==> src/hdl/eprs_pkg.sv <==
package eprs_pkg;

   localparam int DIST_W = 20;
   localparam int TIMEOUT_W = 20;
   localparam int DIV_W = 8;
   localparam logic [DIST_W-1:0] DIST_MAX = 20'hFFFFF;

   typedef enum logic [1:0] {
      OP_TICK  = 2'd0,
      OP_START = 2'd1,
      OP_ABORT = 2'd2
   } op_type;

   typedef enum logic [2:0] {
      REG_ATTACHED      = 3'd0,
      REG_ECHO_LEVEL    = 3'd1,
      REG_TRIG_LEVEL    = 3'd2,
      REG_TRIG_WIDTH    = 3'd3,
      REG_START_TIMEOUT = 3'd4,
      REG_MAX_PULSE     = 3'd5,
      REG_US_PER_CM     = 3'd6
   } reg_idx_type;

   typedef enum logic [4:0] {
      PH_IDLE = 5'b00001,
      PH_TRIG = 5'b00010,
      PH_WAIT = 5'b00100,
      PH_MEAS = 5'b01000,
      PH_DONE = 5'b10000
   } phase_type;

   typedef enum logic [1:0] {
      CT_READY = 2'b01,
      CT_DIV   = 2'b10
   } ctl_type;

   localparam logic [1:0] PHASE_CODE_IDLE = 2'd0;
   localparam logic [1:0] PHASE_CODE_WAIT = 2'd1;
   localparam logic [1:0] PHASE_CODE_MEAS = 2'd2;
   localparam logic [1:0] PHASE_CODE_DONE = 2'd3;

   typedef struct packed {
      logic busy;
      logic done;
   } div_stat_type;

endpackage

==> src/hdl/echo_pulse_ranging_sequencer_core.sv <==
// one result beat per input beat, held in an output register until taken
// the result of a beat is registered; a tick that ends a pulse measurement waits instead
//   for the bit-serial divider, which produces one quotient bit per cycle
// throughput: one beat per cycle while results are taken, except behind a finishing measurement
// reset: synchronous, active high; configuration registers take their defaults, phase idle
module echo_pulse_ranging_sequencer_core #(
   parameter int TIME_BITS = 20
) (
   input  logic        clock,
   input  logic        reset,
   input  logic        req_tvalid,
   output logic        req_tready,
   input  logic [7:0]  req_tdata,   // echo_level
   input  logic [1:0]  req_tuser,   // operation
   output logic        rsp_tvalid,
   input  logic        rsp_tready,
   output logic [31:0] rsp_tdata,   // trig_level, phase, busy_res, distance_cm, distance_valid
   input  logic        csr_psel,
   input  logic        csr_penable,
   input  logic        csr_pwrite,
   input  logic [4:0]  csr_paddr,
   input  logic [31:0] csr_pwdata,
   output logic [31:0] csr_prdata,
   output logic        csr_pready
);
   import eprs_pkg::*;

   localparam int CW = (TIME_BITS > TIMEOUT_W) ? TIME_BITS : TIMEOUT_W;

   logic                 attached_ff, echo_lvl_ff, trig_lvl_ff;
   logic [7:0]           trig_width_ff;
   logic [TIMEOUT_W-1:0] start_timeout_ff, max_pulse_ff;
   logic [DIV_W-1:0]     us_per_cm_ff;

   phase_type            phase_ff, phase_in;
   logic [7:0]           tc_ff, tc_in, tc_inc;
   logic [TIME_BITS-1:0] elapsed_ff, elapsed_in, el_bump;
   logic [DIST_W-1:0]    distance_ff;
   ctl_type              ctl_ff, ctl_in;
   logic                 rsp_valid_ff, rsp_valid_in;

   logic                 req_accept, csr_write, echo_on, busy_now, div_start;
   op_type               op;
   reg_idx_type          csr_idx;
   div_stat_type         div_stat;
   logic [DIST_W-1:0]    quotient;
   logic [DIV_W-1:0]     div_val;
   logic [1:0]           phase_code;

   assign csr_pready = 1'b1;
   assign csr_idx    = reg_idx_type'(csr_paddr[4:2]);
   assign csr_write  = csr_psel & csr_penable & csr_pwrite & csr_pready;

   always_ff @(posedge clock) begin
      if (reset) begin
         attached_ff      <= 1'b0;
         echo_lvl_ff      <= 1'b1;
         trig_lvl_ff      <= 1'b1;
         trig_width_ff    <= 8'd10;
         start_timeout_ff <= TIMEOUT_W'(20000);
         max_pulse_ff     <= TIMEOUT_W'(30000);
         us_per_cm_ff     <= DIV_W'(58);
      end else if (csr_write) begin
         case (csr_idx)
            REG_ATTACHED:      attached_ff      <= csr_pwdata[0];
            REG_ECHO_LEVEL:    echo_lvl_ff      <= csr_pwdata[0];
            REG_TRIG_LEVEL:    trig_lvl_ff      <= csr_pwdata[0];
            REG_TRIG_WIDTH:    trig_width_ff    <= csr_pwdata[7:0];
            REG_START_TIMEOUT: start_timeout_ff <= csr_pwdata[TIMEOUT_W-1:0];
            REG_MAX_PULSE:     max_pulse_ff     <= csr_pwdata[TIMEOUT_W-1:0];
            REG_US_PER_CM:     us_per_cm_ff     <= csr_pwdata[DIV_W-1:0];
            default: ;
         endcase
      end
   end

   always_comb begin
      case (csr_idx)
         REG_ATTACHED:      csr_prdata = {31'd0, attached_ff};
         REG_ECHO_LEVEL:    csr_prdata = {31'd0, echo_lvl_ff};
         REG_TRIG_LEVEL:    csr_prdata = {31'd0, trig_lvl_ff};
         REG_TRIG_WIDTH:    csr_prdata = 32'(trig_width_ff);
         REG_START_TIMEOUT: csr_prdata = 32'(start_timeout_ff);
         REG_MAX_PULSE:     csr_prdata = 32'(max_pulse_ff);
         REG_US_PER_CM:     csr_prdata = 32'(us_per_cm_ff);
         default:           csr_prdata = '0;
      endcase
   end

   assign op         = op_type'(req_tuser);
   assign echo_on    = req_tdata[0] == echo_lvl_ff;
   assign req_tready = (ctl_ff == CT_READY) && (!rsp_valid_ff || rsp_tready);
   assign req_accept = req_tvalid && req_tready;
   assign busy_now   = (phase_ff == PH_TRIG) || (phase_ff == PH_WAIT) || (phase_ff == PH_MEAS);
   assign tc_inc     = (tc_ff != 8'hFF) ? tc_ff + 8'd1 : tc_ff;
   assign el_bump    = (elapsed_ff != '1) ? elapsed_ff + TIME_BITS'(1) : elapsed_ff;
   assign div_val    = (us_per_cm_ff == '0) ? DIV_W'(1) : us_per_cm_ff;

   always_comb begin
      phase_in   = phase_ff;
      tc_in      = tc_ff;
      elapsed_in = elapsed_ff;
      div_start  = 1'b0;
      if (req_accept) begin
         case (op)
            OP_START: begin
               if (!busy_now) begin
                  if (!attached_ff || echo_on) begin
                     phase_in = PH_IDLE;
                  end else begin
                     phase_in = PH_TRIG;
                     tc_in    = '0;
                  end
               end
            end
            OP_ABORT: phase_in = PH_IDLE;
            OP_TICK: begin
               if (!attached_ff) begin
                  phase_in = PH_IDLE;
               end else if (phase_ff == PH_TRIG) begin
                  tc_in = tc_inc;
                  if (tc_inc >= trig_width_ff) begin
                     // trigger over, poll at once with zero elapsed
                     elapsed_in = '0;
                     phase_in   = echo_on ? PH_MEAS : PH_WAIT;
                  end
               end else if (phase_ff == PH_WAIT) begin
                  elapsed_in = el_bump;
                  if (CW'(el_bump) > CW'(start_timeout_ff) && !echo_on) begin
                     phase_in = PH_IDLE;
                  end else if (echo_on) begin
                     phase_in   = PH_MEAS;
                     elapsed_in = '0;
                  end
               end else if (phase_ff == PH_MEAS) begin
                  elapsed_in = el_bump;
                  if (CW'(el_bump) > CW'(max_pulse_ff) && echo_on) begin
                     phase_in = PH_IDLE;
                  end else if (!echo_on) begin
                     phase_in  = PH_DONE;
                     div_start = 1'b1;
                  end
               end
            end
            default: ;
         endcase
      end
   end

   always_comb begin
      ctl_in       = ctl_ff;
      rsp_valid_in = rsp_valid_ff;
      if (req_accept) begin
         rsp_valid_in = !div_start;
         if (div_start) begin
            ctl_in = CT_DIV;
         end
      end else if (div_stat.done) begin
         rsp_valid_in = 1'b1;
         ctl_in       = CT_READY;
      end else if (rsp_tready) begin
         rsp_valid_in = 1'b0;
      end
   end

   always_ff @(posedge clock) begin
      tc_ff      <= tc_in;
      elapsed_ff <= elapsed_in;
      if (reset) begin
         phase_ff     <= PH_IDLE;
         ctl_ff       <= CT_READY;
         rsp_valid_ff <= 1'b0;
         distance_ff  <= '0;
      end else begin
         phase_ff     <= phase_in;
         ctl_ff       <= ctl_in;
         rsp_valid_ff <= rsp_valid_in;
         if (div_stat.done) begin
            distance_ff <= quotient;
         end
      end
   end

   eprs_div #(
      .TIME_BITS (TIME_BITS)
   ) u_div (
      .clock    (clock),
      .reset    (reset),
      .start_in (div_start),
      .dividend (el_bump),
      .divisor  (div_val),
      .status   (div_stat),
      .quotient (quotient)
   );

   always_comb begin
      case (phase_ff)
         PH_TRIG, PH_WAIT: phase_code = PHASE_CODE_WAIT;
         PH_MEAS:          phase_code = PHASE_CODE_MEAS;
         PH_DONE:          phase_code = PHASE_CODE_DONE;
         default:          phase_code = PHASE_CODE_IDLE;
      endcase
   end

   assign rsp_tvalid = rsp_valid_ff;
   assign rsp_tdata  = {7'd0,
                        phase_ff == PH_DONE,
                        (phase_ff == PH_DONE) ? distance_ff : {DIST_W{1'b0}},
                        busy_now,
                        phase_code,
                        (phase_ff == PH_TRIG) ? trig_lvl_ff : ~trig_lvl_ff};

   a_done_in_div: assert property (@(posedge clock) disable iff (reset)
      div_stat.done |-> ctl_ff == CT_DIV)
      else $error("divider finished outside divide state");

   a_no_rsp_in_div: assert property (@(posedge clock) disable iff (reset)
      ctl_ff == CT_DIV |-> !rsp_valid_ff)
      else $error("result shown during divide");

   a_start_div: assert property (@(posedge clock) disable iff (reset)
      div_start |=> ctl_ff == CT_DIV && div_stat.busy && phase_ff == PH_DONE)
      else $error("divide not started on finished measurement");

   a_done_rsp: assert property (@(posedge clock) disable iff (reset)
      div_stat.done |=> rsp_valid_ff && ctl_ff == CT_READY)
      else $error("quotient not presented");

endmodule

==> src/hdl/eprs_div.sv <==
module eprs_div #(
   parameter int TIME_BITS = 20
) (
   input  logic                              clock,
   input  logic                              reset,
   input  logic                              start_in,
   input  logic [TIME_BITS-1:0]              dividend,
   input  logic [eprs_pkg::DIV_W-1:0]        divisor,
   output eprs_pkg::div_stat_type            status,
   output logic [eprs_pkg::DIST_W-1:0]       quotient
);
   import eprs_pkg::*;

   localparam int CNT_W = $clog2(TIME_BITS + 1);
   localparam int QW = (TIME_BITS > DIST_W) ? TIME_BITS : DIST_W;

   logic [DIV_W-1:0]     rem_ff, rem_in;
   logic [DIV_W-1:0]     dvs_ff, dvs_in;
   logic [TIME_BITS-1:0] work_ff, work_in;
   logic [CNT_W-1:0]     cnt_ff, cnt_in;
   logic                 busy_ff, busy_in;
   logic                 done_ff, done_in;
   logic [DIV_W:0]       trial;
   logic                 fits;
   logic [QW-1:0]        work_ext;

   // one quotient bit per cycle, restoring
   always_comb begin
      trial   = {rem_ff, work_ff[TIME_BITS-1]};
      fits    = trial >= {1'b0, dvs_ff};
      rem_in  = rem_ff;
      dvs_in  = dvs_ff;
      work_in = work_ff;
      cnt_in  = cnt_ff;
      busy_in = busy_ff;
      done_in = 1'b0;
      if (start_in) begin
         rem_in  = '0;
         dvs_in  = divisor;
         work_in = dividend;
         cnt_in  = CNT_W'(TIME_BITS);
         busy_in = 1'b1;
      end else if (busy_ff) begin
         rem_in  = fits ? DIV_W'(trial - {1'b0, dvs_ff}) : trial[DIV_W-1:0];
         work_in = {work_ff[TIME_BITS-2:0], fits};
         cnt_in  = cnt_ff - CNT_W'(1);
         if (cnt_ff == CNT_W'(1)) begin
            busy_in = 1'b0;
            done_in = 1'b1;
         end
      end
   end

   always_ff @(posedge clock) begin
      rem_ff  <= rem_in;
      dvs_ff  <= dvs_in;
      work_ff <= work_in;
      cnt_ff  <= cnt_in;
      if (reset) begin
         busy_ff <= 1'b0;
         done_ff <= 1'b0;
      end else begin
         busy_ff <= busy_in;
         done_ff <= done_in;
      end
   end

   assign work_ext = QW'(work_ff);
   assign quotient = (work_ext > QW'(DIST_MAX)) ? DIST_MAX : work_ext[DIST_W-1:0];
   assign status.busy = busy_ff;
   assign status.done = done_ff;

endmodule
==> config.mk <==
export PLATFORM = sky130hd
export DESIGN_NAME = echo_pulse_ranging_sequencer_core
export DESIGN_NICKNAME = d
export VERILOG_FILES = /design/src/hdl/eprs_pkg.sv /design/src/hdl/echo_pulse_ranging_sequencer_core.sv /design/src/hdl/eprs_div.sv
export SDC_FILE = /design/constraint.sdc
export NUM_CORES = 1
export LEC_CHECK = 0
export BUFFER_PORTS_ARGS = -buffer_cell sky130_fd_sc_hd__buf_2
export CAP_MARGIN = 40
export CORE_ASPECT_RATIO = 1.25
export CORE_MARGIN = 1
export CORE_UTILIZATION = 58
export DETAILED_ROUTE_END_ITERATION = 8
export PLACE_DENSITY = 0.82
export SLEW_MARGIN = 40
export SYNTH_ARGS = -nofsm -noshare
export SYNTH_HDL_FRONTEND = slang
export SYNTH_HIERARCHICAL = 1
export SYNTH_SLANG_ARGS = --single-unit
==> constraint.sdc <==
create_clock -name clock -period 6.38 [get_ports clock]
set_clock_uncertainty 0.1 [all_clocks]
set_input_delay 1.276 -clock clock [delete_from_list [all_inputs] [get_ports clock]]
set_output_delay 1.276 -clock clock [all_outputs]
set_load 0.03 [all_outputs]
# After elaboration in Yosys (flattened, before gate mapping)
# Index checks and enable logic that the tools add are counted.
# W data, S select, Z words.
# totals
inputBits	54
register_bits	158
output_inout_bits	67
wordCells	145
# op_classes
n_bitwise	4
n_addsub	4
muxes	52
n_eq_ne	27
magnitude_cmp	5
n_reduce_logical	34
# ops
operator	n
$mux W20	11
$pmux W20 S7	1
$mux W5	10
$mux W8	6
$gt A20 B20 Y1	2
$add A20 B1 Y20 const B	1
$gt A20 B20 Y1 const B	1
$ne A20 B20 Y1 const B	1
$mux W1	16
$pmux W8 S2	1
$reduce_and A2 Y1	8
$pmux W5 S3	1
$ne A6 B6 Y1 const B	2
$ne A2 B2 Y1 const B	5
$eq A3 B3 Y1 const B	3
$ge A9 B8 Y1	1
$reduce_bool A3 Y1	3
$add A8 B1 Y8 const B	1
$ge A8 B8 Y1	1
$logic_not A8 Y1	1
$mux W2	4
$ne A8 B8 Y1 const B	1
$sub A8 B8 Y8	1
$reduce_and A7 Y1	1
other kinds (28)	43

# Longest topological paths before layout
# logic_depth
word_depth	13
ltp_mapped	15
depth_no_buf	15

# Modules after synthesis
# The synthesis kept the hierarchy.
# by_module_without_submodules
module	instances	cells_each	seq_area_each_um2	area_each_um2
echo_pulse_ranging_sequencer_core	1	833	2582.5	7021.7
eprs_div	1	199	1141.1	2239.6

# Worst setup path after synthesis
# Ideal clock, no wire load.
# synth_timing
path_kind	input to register
startpoint	input rsp_tready
endpoint	register u_div.work_ff[10] (netlist: u_div/work_ext[10]), data pin
path_buffers	1
required_time_ns	6.020
arrival_time_ns	3.803
setup_time_ns	0.260
cell_stages	7
slack_ns	2.217
cell_sequence	nor2b_1 -> nor3b_1 -> nand2_1 -> or3_1 -> inv_1 -> buf_1 -> mux2_2
# synth_via
elab_chain_cells	5
# synth_lines
element	line	rtl
from (decl)	echo_pulse_ranging_sequencer_core.sv:16	input logic rsp_tready,
$logic_or A1 B1 Y1	echo_pulse_ranging_sequencer_core.sv:92	assign req_tready = (ctl_ff == CT_READY) && (!rsp_valid_ff || rsp_tready);
$logic_and A1 B1 Y1	echo_pulse_ranging_sequencer_core.sv:92	
net req_tready	echo_pulse_ranging_sequencer_core.sv:12	output logic req_tready,
$logic_and A1 B1 Y1	echo_pulse_ranging_sequencer_core.sv:93	assign req_accept = req_tvalid && req_tready;
$mux W1	echo_pulse_ranging_sequencer_core.sv:104	if (req_accept) begin
net div_start	echo_pulse_ranging_sequencer_core.sv:42	logic req_accept, csr_write, echo_on, busy_now, div_start;
$mux W20	eprs_div.sv:37	if (start_in) begin
net u_div.work_in[10]	eprs_div.sv:19	logic [TIME_BITS-1:0] work_ff, work_in;
to (signal assigned)	eprs_div.sv:57	work_ff <= work_in;
to (decl)	eprs_div.sv:19	
# The timed path passes the listed nets, and every way through them passes these cells.
# A chain may end at the register's enable or synchronous reset.

# Worst setup path in the final report
# layout_timing
startpoint	register elapsed_ff[3]
endpoint	register phase_ff[1]
# layout_via
elab_chain_cells	10
elab_cells_between_ends	17
cone_classes	1 x add/sub; 2 x order compare; 3 x eq/ne; 8 x mux; 3 x reduce/logical
# layout_lines
element	line	rtl
from (decl)	echo_pulse_ranging_sequencer_core.sv:37	logic [TIME_BITS-1:0] elapsed_ff, elapsed_in, el_bump;
from (signal assigned)	echo_pulse_ranging_sequencer_core.sv:168	elapsed_ff <= elapsed_in;
$add A20 B1 Y20 / $ne A20 B20 Y1 (equally long branches)	echo_pulse_ranging_sequencer_core.sv:96	assign el_bump = (elapsed_ff != '1) ? elapsed_ff + TIME_BITS'(1) : elapsed_ff;
$mux W20 *	echo_pulse_ranging_sequencer_core.sv:96	
net el_bump[18]	echo_pulse_ranging_sequencer_core.sv:37	
$gt A20 B20 Y1	echo_pulse_ranging_sequencer_core.sv:137	if (CW'(el_bump) > CW'(max_pulse_ff) && echo_on) begin
$logic_and A1 B1 Y1	echo_pulse_ranging_sequencer_core.sv:137	
$mux W5	echo_pulse_ranging_sequencer_core.sv:137	
$mux W5	echo_pulse_ranging_sequencer_core.sv:135	end else if (phase_ff == PH_MEAS) begin
$mux W5	echo_pulse_ranging_sequencer_core.sv:127	end else if (phase_ff == PH_WAIT) begin
$mux W5	echo_pulse_ranging_sequencer_core.sv:120	end else if (phase_ff == PH_TRIG) begin
$mux W5	echo_pulse_ranging_sequencer_core.sv:118	if (!attached_ff) begin
$pmux W5 S3	echo_pulse_ranging_sequencer_core.sv:105	case (op)
to (signal assigned)	echo_pulse_ranging_sequencer_core.sv:175	phase_ff <= phase_in;
to (decl)	echo_pulse_ranging_sequencer_core.sv:35	phase_type phase_ff, phase_in;
# The timed path passes the listed nets; every way through them passes the cells marked *. The select of a mux whose other input is x is not followed.

==> qor.csv <==
metric,value,unit
status,"complete, no violations",
cts_resized,0,
max-slew-margin-rel,43.50,%
antenna_found_initial,0,
reg2reg_to,phase_ff[1],
syn_avg_cell_area,8.976,µm²
io_pins,121,
max_stage_delay,550,ps
h-tree-depth,4,
dp.cells,1257,
switchingPower,0.5136,mW
synth_warnings,6,
clockRootBuffer,clkbuf_16,
clk_transition_reported_paths,70,ps
start_util,59.43,%
hp-start,start_timeout_ff[19],
fp.dieH,143.2,µm
diodes,0,
grt_overflow,0,
clock_power_share,46.0,%
rsz0062_at_grt,false,
clockBufferDepth,2,
cts_tree,done,
grt_use_total,26.88,%
port_buffers,79,
routed_wl,21.30,mm
wl_per_cell,16.53,µm
synth_area,9254,µm²
finalHoldViolCount,0,
leakagePower,4.170,nW
cp-end-kind,flop,
fill_cells,1276,
timing.setup.tns,0,ps
cp_num_cells,15,
placed_area,9632,µm²
fmax,213.9,MHz
reg2reg_slack,1710,ps
drcViolationCount,0,
holdCritPathClass,reg -> reg,
post_cts_buffers,0,
grt_max_degree,70,
nets,1179,
grt_pass1_vias,7056,
final-instance-count-excl-fill,1289,
p_seq_share,48.8,%
critPathSlowestCell,o311ai_1,
setup_viol,0,
period_share,73.26,%
drv_slew,0,
worst-path-buf-inv,0,
hold_slack,370.8,ps
p_total,2.138,mW
drtIter0Drc,508,
drive_gt1_share,15.04,%
critPathRequiredTime,6630,ps
clkLatencyLatePin,430,ps
place_congestion,0.8801,
rr_worst_depth,15,
coreArea,15570,µm²
die-area,16470,µm²
regToRegStartpoint,elapsed_ff[3],
chipWidth,115.0,µm
cp.arrival,4930,ps
cap_violations,0,
cp-startpoint,elapsed_ff[3],
hold_path_depth,2,
ir_drop,150.2,µV
num_rows,51,
p_per_area,209.5,nW/µm²
synth_cells,1031,
swShare,24.02,%
final_area,10210,µm²
worst_pin_slew,846.6,ps
antenna_left,0,
firstDrtPassIters,5,
intPower,1.624,mW
crit_family,compound AO/OA/AOI/OAI gates,
p_comb_share,5.2,%
place_hpwl,15.66,mm
cts_buffers,17,
period_minus_slack,4674,ps
hold_buffers,0,
critPathKind,reg -> reg,
cts_sinks,158,
vias_per_cell,5.760,
grt_pass1_wl,33.85,mm
crit_top_cell,a21oi_1,
cp_max_fo,6,
path_cells,"and4_4, nand4_4, or4_4, nor3_4, and3_4, nor2_2, a31oi_1, ha_1, a21oi_1, nand2_1, a221o_1, a211o_1, o311ai_1, o21ai_0, a21oi_1",
cp-start-kind,flop,
num_vias,7425,
min_to,start_timeout_ff[19],
syn_to_final_growth,10.29,%
## metal layers
metal | vias up | part of all wire, % | global-route usage (%)
li1 | 3641 | - | -
met1 | 3493 | 41 | 29.87
met2 | 221 | 50 | 46.51
met3 | 70 | 4.2 | 5.772
met4 | 0 | 5.2 | 16.81
met5 | - | 0 | 0
## flip-flops by register name, indices dropped and copies added (netlist names), 8 cells and up
| name | flops |
|---|---|
| distance_ff | 20 |
| elapsed_ff | 20 |
| max_pulse_ff | 20 |
| start_timeout_ff | 20 |
| u_div/work_ext | 20 |
| tc_ff | 8 |
| trig_width_ff | 8 |
| u_div/dvs_ff | 8 |
| u_div/rem_ff | 8 |
| us_per_cm_ff | 8 |
## power groups by stage
stage               sequential (mW)  clock [mW]  combinational (mW)
floorplan                      1.07           0              0.0832
global placement               1.07           0               0.107
detailed placement             1.07           0               0.109
CTS                            1.04       0.992               0.110
global route                   1.04        1.03               0.120
finish                         1.04       0.984               0.111
## cell type report
cell class | instances | area, µm² | share of cell area [%]
inverter | 70 | 262.8 | 2.574
sequential | 158 | 3724 | 36.48
multi-input combinational | 729 | 4917 | 48.18
clock inverter | 14 | 135.1 | 1.324
timing repair buffer | 88 | 462.9 | 4.536
clock buffer | 18 | 439.2 | 4.303
tap | 212 | 265.3 | 2.599
## metrics by stage
stage          setup WS [ps]  utilization (%)
2_1_floorplan           2217                -
3_3_place_gp            1778            61.84
3_5_place_dp            1750            61.86
4_1_cts                 1720            65.55
5_1_grt                 1436            65.55
6_report                1706            65.55
## worst min-delay path: cells and delay by family, from the launching register on
| family | cells | cell delay [ps] |
|---|---|---|
| flops | 1 | 320 |
| compound gates | 1 | 50 |
| simple gates | 1 | 50 |
## cells in the final DEF, fill, tap and decap left out, types with 24 or more instances in the layout
cell	count
nand2_1	121
nor2b_1	24
o21ai_0	32
nor2_1	82
mux2i_1	57
inv_1	70
dfxtp_1	102
nand3_1	27
buf_2	79
a21oi_1	60
edfxtp_1	56
ha_1	60
## worst max path at each step
stage,end,slack [ps]
2_1_floorplan,u_div/work_ext[10],2220
3_3_place_gp,phase_ff[0],1780
3_5_place_dp,phase_ff[0],1750
4_1_cts,phase_ff[1],1720
5_1_grt,phase_ff[3],1440
6_report,phase_ff[1],1710
Power figures use the tool's default switching activity.
